### src/hw/rtl/pcd_pkg.sv
// ----------------------------------------------------------------------------
// pcd_pkg
// shared types and codes for the png chunk deframer
// ----------------------------------------------------------------------------
package pcd_pkg;

  // kind of an accepted request
  typedef enum logic {
    KIND_BYTE = 1'b0,
    KIND_EOF  = 1'b1
  } kind_t;

  // status codes on the result side
  typedef enum logic [2:0] {
    ST_RUN    = 3'd0,
    ST_DONE   = 3'd1,
    ST_BADSIG = 3'd2,
    ST_EOF    = 3'd3,
    ST_BADCRC = 3'd4
  } status_t;

  // one classified request waiting between front and back
  typedef struct packed {
    kind_t      kind;
    logic [7:0] data;
  } entry_t;

  // one result item
  typedef struct packed {
    logic        payload_valid;
    logic [7:0]  payload_byte;
    logic        chunk_end;
    logic [31:0] chunk_id;
    status_t     status;
  } result_t;

endpackage

### src/hw/rtl/pcd_front.sv
// ----------------------------------------------------------------------------
// pcd_front
// accepts requests, classifies them and queues them for the parser
// ----------------------------------------------------------------------------
module pcd_front #(
  parameter int DEPTH = 4
) (
  input  logic            clk,
  input  logic            rst,
  input  logic            push,
  output logic            full,
  input  logic            cmd,
  input  logic [7:0]      data_byte,
  output logic            q_valid,
  output pcd_pkg::entry_t q_entry,
  input  logic            q_take
);

  localparam int PTR_W   = (DEPTH > 1) ? $clog2(DEPTH) : 1;
  localparam int COUNT_W = $clog2(DEPTH + 1);

  pcd_pkg::entry_t    slots [DEPTH];
  logic [PTR_W-1:0]   wr_ptr;
  logic [PTR_W-1:0]   rd_ptr;
  logic [COUNT_W-1:0] count;
  logic               do_push;
  logic               do_take;
  pcd_pkg::entry_t    incoming;

  assign full    = (count == COUNT_W'(DEPTH));
  assign q_valid = (count != '0);
  assign q_entry = slots[rd_ptr];
  assign do_push = push && !full;
  assign do_take = q_take && q_valid;

  always_comb begin
    incoming.kind = cmd ? pcd_pkg::KIND_EOF : pcd_pkg::KIND_BYTE;
    incoming.data = data_byte;
  end

  always_ff @(posedge clk) begin
    if (do_push) begin
      slots[wr_ptr] <= incoming;
    end
  end

  always_ff @(posedge clk) begin
    if (rst) begin
      wr_ptr <= '0;
      rd_ptr <= '0;
      count  <= '0;
    end else begin
      if (do_push) begin
        wr_ptr <= (wr_ptr == PTR_W'(DEPTH - 1)) ? '0 : wr_ptr + 1'b1;
      end
      if (do_take) begin
        rd_ptr <= (rd_ptr == PTR_W'(DEPTH - 1)) ? '0 : rd_ptr + 1'b1;
      end
      if (do_push && !do_take) begin
        count <= count + 1'b1;
      end else if (!do_push && do_take) begin
        count <= count - 1'b1;
      end
    end
  end

endmodule

### src/hw/rtl/pcd_back.sv
// ----------------------------------------------------------------------------
// pcd_back
// chunk parser with byte-wide crc-32 and a two-entry result queue
// ----------------------------------------------------------------------------
module pcd_back (
  input  logic             clk,
  input  logic             rst,
  input  logic             q_valid,
  input  pcd_pkg::entry_t  q_entry,
  output logic             q_take,
  output logic             empty,
  input  logic             pop,
  output pcd_pkg::result_t res
);

  typedef enum logic [5:0] {
    PH_SIG  = 6'b000001,
    PH_LEN  = 6'b000010,
    PH_TYPE = 6'b000100,
    PH_DATA = 6'b001000,
    PH_CRC  = 6'b010000,
    PH_STOP = 6'b100000
  } phase_t;

  localparam logic [63:0] SIGNATURE = 64'h89504E470D0A1A0A;
  localparam logic [31:0] IEND_TYPE = 32'h49454E44;
  localparam logic [31:0] CRC_POLY  = 32'hEDB88320;

  function automatic logic [31:0] crc_byte(input logic [31:0] crc, input logic [7:0] b);
    logic [31:0] c;
    c = crc ^ {24'd0, b};
    for (int i = 0; i < 8; i++) begin
      c = c[0] ? ((c >> 1) ^ CRC_POLY) : (c >> 1);
    end
    return c;
  endfunction

  phase_t            phase,            phase_next;
  logic [2:0]        field_byte_count, field_byte_count_next;
  logic              signature_mismatch, signature_mismatch_next;
  logic [31:0]       data_remaining,   data_remaining_next;
  logic [31:0]       type_shift,       type_shift_next;
  logic [31:0]       crc_running,      crc_running_next;
  logic [31:0]       crc_stored_shift, crc_stored_shift_next;
  pcd_pkg::status_t  sticky_status,    sticky_status_next;
  pcd_pkg::result_t  result;

  logic [7:0]        b;
  logic [7:0]        sig_byte;
  logic [31:0]       crc_stored_full;
  logic [31:0]       crc_updated;

  // result queue
  pcd_pkg::result_t  out_slots [2];
  logic              out_wr;
  logic              out_rd;
  logic [1:0]        out_count;
  logic              out_full;
  logic              do_pop;

  assign out_full = (out_count == 2'd2);
  assign empty    = (out_count == 2'd0);
  assign do_pop   = pop && !empty;
  assign q_take   = q_valid && (!out_full || do_pop);
  assign res      = out_slots[out_rd];

  assign b               = q_entry.data;
  assign sig_byte        = SIGNATURE[8*(7 - field_byte_count) +: 8];
  assign crc_stored_full = {crc_stored_shift[23:0], b};
  assign crc_updated     = crc_byte(crc_running, b);

  always_comb begin
    phase_next              = phase;
    field_byte_count_next   = field_byte_count;
    signature_mismatch_next = signature_mismatch;
    data_remaining_next     = data_remaining;
    type_shift_next         = type_shift;
    crc_running_next        = crc_running;
    crc_stored_shift_next   = crc_stored_shift;
    sticky_status_next      = sticky_status;
    result                  = '0;

    if (phase == PH_STOP) begin
      // ignored after a stop
    end else if (q_entry.kind == pcd_pkg::KIND_EOF) begin
      sticky_status_next = pcd_pkg::ST_EOF;
      phase_next         = PH_STOP;
    end else begin
      unique case (phase)
        PH_SIG: begin
          signature_mismatch_next = signature_mismatch || (b != sig_byte);
          field_byte_count_next   = field_byte_count + 3'd1;
          if (field_byte_count == 3'd7) begin
            field_byte_count_next = '0;
            if (signature_mismatch_next) begin
              sticky_status_next = pcd_pkg::ST_BADSIG;
              phase_next         = PH_STOP;
            end else begin
              phase_next      = PH_LEN;
              type_shift_next = '0;
            end
          end
        end
        PH_LEN: begin
          type_shift_next       = {type_shift[23:0], b};
          field_byte_count_next = field_byte_count + 3'd1;
          if (field_byte_count == 3'd3) begin
            data_remaining_next   = {type_shift[23:0], b};
            type_shift_next       = '0;
            field_byte_count_next = '0;
            crc_running_next      = '1;
            phase_next            = PH_TYPE;
          end
        end
        PH_TYPE: begin
          type_shift_next       = {type_shift[23:0], b};
          crc_running_next      = crc_updated;
          field_byte_count_next = field_byte_count + 3'd1;
          if (field_byte_count == 3'd3) begin
            field_byte_count_next = '0;
            crc_stored_shift_next = '0;
            phase_next            = (data_remaining == '0) ? PH_CRC : PH_DATA;
          end
        end
        PH_DATA: begin
          result.payload_valid = 1'b1;
          result.payload_byte  = b;
          crc_running_next     = crc_updated;
          data_remaining_next  = data_remaining - 32'd1;
          if (data_remaining == 32'd1) begin
            crc_stored_shift_next = '0;
            field_byte_count_next = '0;
            phase_next            = PH_CRC;
          end
        end
        PH_CRC: begin
          crc_stored_shift_next = crc_stored_full;
          field_byte_count_next = field_byte_count + 3'd1;
          if (field_byte_count == 3'd3) begin
            field_byte_count_next = '0;
            if (crc_stored_full != ~crc_running) begin
              sticky_status_next = pcd_pkg::ST_BADCRC;
              phase_next         = PH_STOP;
            end else begin
              result.chunk_end = 1'b1;
              result.chunk_id  = type_shift;
              if (type_shift == IEND_TYPE) begin
                sticky_status_next = pcd_pkg::ST_DONE;
                phase_next         = PH_STOP;
              end else begin
                type_shift_next = '0;
                phase_next      = PH_LEN;
              end
            end
          end
        end
        default: begin
        end
      endcase
    end
    result.status = sticky_status_next;
  end

  always_ff @(posedge clk) begin
    if (rst) begin
      phase              <= PH_SIG;
      field_byte_count   <= '0;
      signature_mismatch <= 1'b0;
      data_remaining     <= '0;
      type_shift         <= '0;
      crc_running        <= '1;
      crc_stored_shift   <= '0;
      sticky_status      <= pcd_pkg::ST_RUN;
    end else if (q_take) begin
      phase              <= phase_next;
      field_byte_count   <= field_byte_count_next;
      signature_mismatch <= signature_mismatch_next;
      data_remaining     <= data_remaining_next;
      type_shift         <= type_shift_next;
      crc_running        <= crc_running_next;
      crc_stored_shift   <= crc_stored_shift_next;
      sticky_status      <= sticky_status_next;
    end
  end

  always_ff @(posedge clk) begin
    if (q_take) begin
      out_slots[out_wr] <= result;
    end
  end

  always_ff @(posedge clk) begin
    if (rst) begin
      out_wr    <= 1'b0;
      out_rd    <= 1'b0;
      out_count <= '0;
    end else begin
      if (q_take) begin
        out_wr <= ~out_wr;
      end
      if (do_pop) begin
        out_rd <= ~out_rd;
      end
      if (q_take && !do_pop) begin
        out_count <= out_count + 2'd1;
      end else if (!q_take && do_pop) begin
        out_count <= out_count - 2'd1;
      end
    end
  end

endmodule

### src/hw/rtl/png_chunk_deframer_top.sv
// ----------------------------------------------------------------------------
// png_chunk_deframer_top
// png signature check, chunk framing, payload pass-through and crc-32 check
// ----------------------------------------------------------------------------
//  channel   handshake        fields
//  input     push / full      cmd, data_byte
//  result    empty / pop      payload_valid, payload_byte, chunk_end,
//                             chunk_id, status
//
//  one result per request; the parser retires one request per cycle while
//  the result queue has room or is being popped, so a request can follow
//  in every cycle; each request is registered in the front queue, then
//  its result in the result queue, before it can be popped.
//  the front queue holds QUEUE_DEPTH requests, the result queue two; with
//  pop held low the block keeps taking requests until both are full.
//  rst is synchronous and clears the parser to the signature phase and
//  both queues to empty; no clearing pass is needed.
// ----------------------------------------------------------------------------
module png_chunk_deframer_top #(
  parameter int QUEUE_DEPTH = 4
) (
  input  logic        clk,
  input  logic        rst,
  input  logic        push,
  output logic        full,
  input  logic        cmd,
  input  logic [7:0]  data_byte,
  output logic        empty,
  input  logic        pop,
  output logic        payload_valid,
  output logic [7:0]  payload_byte,
  output logic        chunk_end,
  output logic [31:0] chunk_id,
  output logic [2:0]  status
);

  logic             q_valid;
  logic             q_take;
  pcd_pkg::entry_t  q_entry;
  pcd_pkg::result_t res;

  pcd_front #(
    .DEPTH (QUEUE_DEPTH)
  ) u_front (
    .clk       (clk),
    .rst       (rst),
    .push      (push),
    .full      (full),
    .cmd       (cmd),
    .data_byte (data_byte),
    .q_valid   (q_valid),
    .q_entry   (q_entry),
    .q_take    (q_take)
  );

  pcd_back u_back (
    .clk     (clk),
    .rst     (rst),
    .q_valid (q_valid),
    .q_entry (q_entry),
    .q_take  (q_take),
    .empty   (empty),
    .pop     (pop),
    .res     (res)
  );

  assign payload_valid = res.payload_valid;
  assign payload_byte  = res.payload_byte;
  assign chunk_end     = res.chunk_end;
  assign chunk_id      = res.chunk_id;
  assign status        = res.status;

endmodule

### config.mk
export PLATFORM = sky130hd
export DESIGN_NAME = png_chunk_deframer_top
export DESIGN_NICKNAME = d
export VERILOG_FILES = /design/src/hw/rtl/pcd_pkg.sv /design/src/hw/rtl/pcd_front.sv /design/src/hw/rtl/pcd_back.sv /design/src/hw/rtl/png_chunk_deframer_top.sv
export SDC_FILE = /design/constraint.sdc
export NUM_CORES = 1
export LEC_CHECK = 0
export ABC_AREA = 1
export BUFFER_PORTS_ARGS = -buffer_cell sky130_fd_sc_hd__buf_4
export CORE_MARGIN = 10
export CORE_UTILIZATION = 64
export CTS_BUF_LIST = sky130_fd_sc_hd__clkbuf_4
export DETAILED_ROUTE_END_ITERATION = 6
export PLACE_DENSITY = 0.82
export SLEW_MARGIN = 40
export SYNTH_ARGS = -nofsm -noshare
export SYNTH_HDL_FRONTEND = slang
export SYNTH_SLANG_ARGS = --single-unit
### constraint.sdc
create_clock -name clk -period 4.3 [get_ports clk]
set_input_delay 0.43 -clock clk [delete_from_list [all_inputs] [get_ports clk]]
set_output_delay 0.43 -clock clk [all_outputs]
set_load 0.005 [all_outputs]
==> run_results.csv <==
group,metric,value,unit
yosys,synth_flop_cell,"dfxtp_1",
sta,max_freq,0.265,GHz
clocking,clock_latency,0.69,ns
yosys,yosys.area.top_type,"edfxtp_1",
yosys,synth.area.mux_share,3.60,%
power,power_switching,3.90,mW
clocking,post_cts_buffers,0,
yosys,synth_top_family_by_area,"simple AND/OR/NAND/NOR gates",
power,internal_power,6.10,mW
global_route,grt_usage,24.7,%
clocking,cts.sinks,273,
floorplan,chipHeight,168,um
yosys,syn_nets,1751,
finish,drive_gt1_share,15.7,%
sta,finalSetupViolCount,0,
clocking,cts_max_level,3,
clocking,cts_inserted_buffers,71,
floorplan,die_w,168,um
sta,tightest_slew,0.832,ns
clocking,cts_resized,0,
sta,finalCriticalPeriod,3.78,ns
finish,finish.instance_area,15700,sq um
yosys,synthArstFlopShare,0,%
drt,drc,0,
floorplan,num_io_pins,60,
drt,drt_wl_total,35800,um
worst_setup_path,cp_max_fo,32,
sta,drv_slew,0,
sta,relSlewSlack,44.4,%
yosys,synth-simple-area-share,24.1,%
drt,dr_total_vias,12100,
yosys,synth-xor-area-share,5.68,%
yosys,synth-compound-area-share,9.89,%
clocking,cts_hold_buf,9,
floorplan,die_area,28300,sq um
power,comb_power_share,40.9,%
yosys,synthCells,1718,
sta,fin_crit_sh,87.8,%
clocking,clk_pin_slew,0.07,ns
worst_setup_path,crit_required,4.79,ns
hold_path,hp-class,"primary input to register",
power,p_leak,6.52,nW
drt,detail_route.first_pass.iterations,7,
power,power_frac_seq,36.2,%
floorplan,core_area,21800,sq um
floorplan,num_rows,54,
placed_design,hpwlAfterDp,24700,um
finish,mostFrequentLayoutCells,"404 x nand2_1, 226 x nor2_1, 166 x inv_1",
power,ir_drop,0.504,mV
clocking,clk_path_buf_depth,3,
worst_setup_path,startpoint_type,"register",
power,switching_share,39.0,%
yosys,yosys_warnings,0,
global_route,first_global_vias,11700,
worst_setup_path,end_kind,"register",
drt,vias_per_cell,5.64,
sta,fin_skew,0.0577,ns
clocking,clockRootBuffer,"clkbuf_4",
global_route,grt_max_degree,86,
worst_setup_path,arrival,4.26,ns
global_route,grt_pass1_wl,58200,um
sta,setup_tns,0,ns
outcome,status,"complete, no violations",
finish,nets,1844,
job,drv_cap,0,
yosys,syn_area_per_cell,8.19,sq um
global_route,grt_overflow,0,
placed_design,numPortBuffers,59,
drt,drtIter0Drc,1206,
yosys,ys_ff_latch,273,
drt,final_antenna_net_count,0,
yosys,synth-adder-area-share,1.83,%
worst_setup_path,worstSetupPathType,"register to register",
placed_design,gp_congestion,0.976,
clocking,cts_tree,"yes",
power,power_frac_clock,22.9,%
yosys,ys_seq_area_share,47.8,%
yosys,synth.distinct_cells,56,
finish,area_delta_synth_final,11.9,%
yosys,syn-cell-area,14100,sq um
placed_design,placed_area,14700,sq um
finish,final_common_cell,"nand2_1",
yosys,synth.top_cells.by_area,"edfxtp_1 27%, dfxtp_1 21%, nand2_1 11%",
global_route,antenna_found_initial,1,
power,p_per_area,636,nW/um^2
finish,final_cells,2146,
placed_design,placed_cells,2009,
yosys,synth_edf_count,126,
drt,wl_per_cell,16.7,um
sta,hold_viol,0,
yosys,synth_top_area_share,26.9,%
sta,rsz0062_at_grt,"false",
floorplan,initial_core_util,64.7,%
## worst paths after layout
kind,slack (ns),to,startpoint,depth (start not counted)
max,0.52,u_back.out_slots[0][12],register,16
min,0.21,u_back.out_rd,pop,4
max reg2reg,0.52,u_back.out_slots[0][12],register,16
min reg2reg,0.45,register,u_back.out_rd,1
## power by group through the flow
stage	sequential (mW)	combinational (mW)	clock [mW]
2_1_floorplan	3.55	2.87	0
3_3_place_gp	3.64	3.84	0
3_5_place_dp	3.67	4.01	0
4_1_cts	3.62	4.06	2.33
5_1_grt	3.67	4.53	2.49
6_report	3.62	4.09	2.30
## per-layer routing
| layer | up-vias | global-route usage, % | routed length (um) |
|---|---|---|---|
| li1 | 5858 | - | - |
| met1 | 5634 | 29.3 | 14100 |
| met2 | 510 | 42.3 | 17800 |
| met3 | 105 | 4.63 | 2560 |
| met4 | 0 | 12.2 | 1380 |
| met5 | - | 0 | 0 |
## cell usage after synthesis, types with 3 or more instances
cell / count
o22ai_1: 5
nand3b_1: 6
edfxtp_1: 126
buf_6: 7
o211ai_1: 15
a31oi_1: 5
o21ai_0: 65
mux2_2: 45
nand2_2: 10
buf_4: 5
nor4_1: 3
nand2_4: 4
inv_2: 12
or2_2: 8
xnor2_1: 24
nand3_1: 88
dfxtp_1: 147
ha_1: 19
xor2_2: 6
xor2_1: 43
inv_1: 167
clkbuf_1: 36
nor3_1: 24
nor2_1: 231
a211oi_1: 18
buf_2: 10
o21ai_1: 8
nand4_1: 17
buf_1: 4
nand2_1: 405
a21oi_1: 122
## worst max-delay path, cell delays in order, from the launching register on
cell	delay [ns]
dfxtp_1	0.72
inv_2	0.30
nand2_1	0.12
nand3_1	0.08
nand2_2	0.20
xnor2_1	0.28
ha_1	0.24
and3_1	0.20
nand2_1	0.06
nor3_1	0.14
nand3b_1	0.10
nor2_1	0.20
nand3_1	0.10
nor3_1	0.31
inv_1	0.07
buf_4	0.25
nor2_1	0.21
## logic make-up (layout without fill, tap and decap cells)
kind of cell	after synthesis	in the layout
adders and majority gates	20	20
DFF	273	273
muxes	45	45
buffers and inverters	243	390
and+or+nand+nor	809	809
xor gates and xnor gates	78	78
other	0	1
AOI/OAI and AO/OA	250	250
## final cells by class
type / count / area, sq um
well taps: 280 / 350
inverters: 181 / 681
multi-input cells: 1202 / 6370
diodes: 1 / 2.50
repair buffers: 82 / 682
flip-flops and latches: 273 / 6730
fillers: 1669 / 6020
clock buffers: 103 / 773
clock inverters: 24 / 150
## per-stage QoR
step           utilization (%)  hold slack (ns)  total power, mW  setup WS (ns)
6_report                  72.3            0.210             10.0          0.524
5_1_grt                   72.3            0.197             10.7          0.151
4_1_cts                   72.3            0.186             10.0          0.586
3_5_place_dp              67.6            0.439             7.69          0.622
3_3_place_gp              67.4            0.434             7.47          0.794
2_1_floorplan                -            0.426             6.41           1.20
## state kept, by name, summed over array words and instances (netlist names), 3 cells and up, named ones only
signal                   count
u_back.data_remaining       32
u_front.count                3
u_back.phase                 6
u_back.crc_running          32
u_front.slots               36
u_back.sticky_status         3
u_back.type_shift           32
u_back.crc_stored_shift     24
u_back.field_byte_count      3
u_back.out_slots            90
Note: power is estimated with default switching activity, not from simulation.
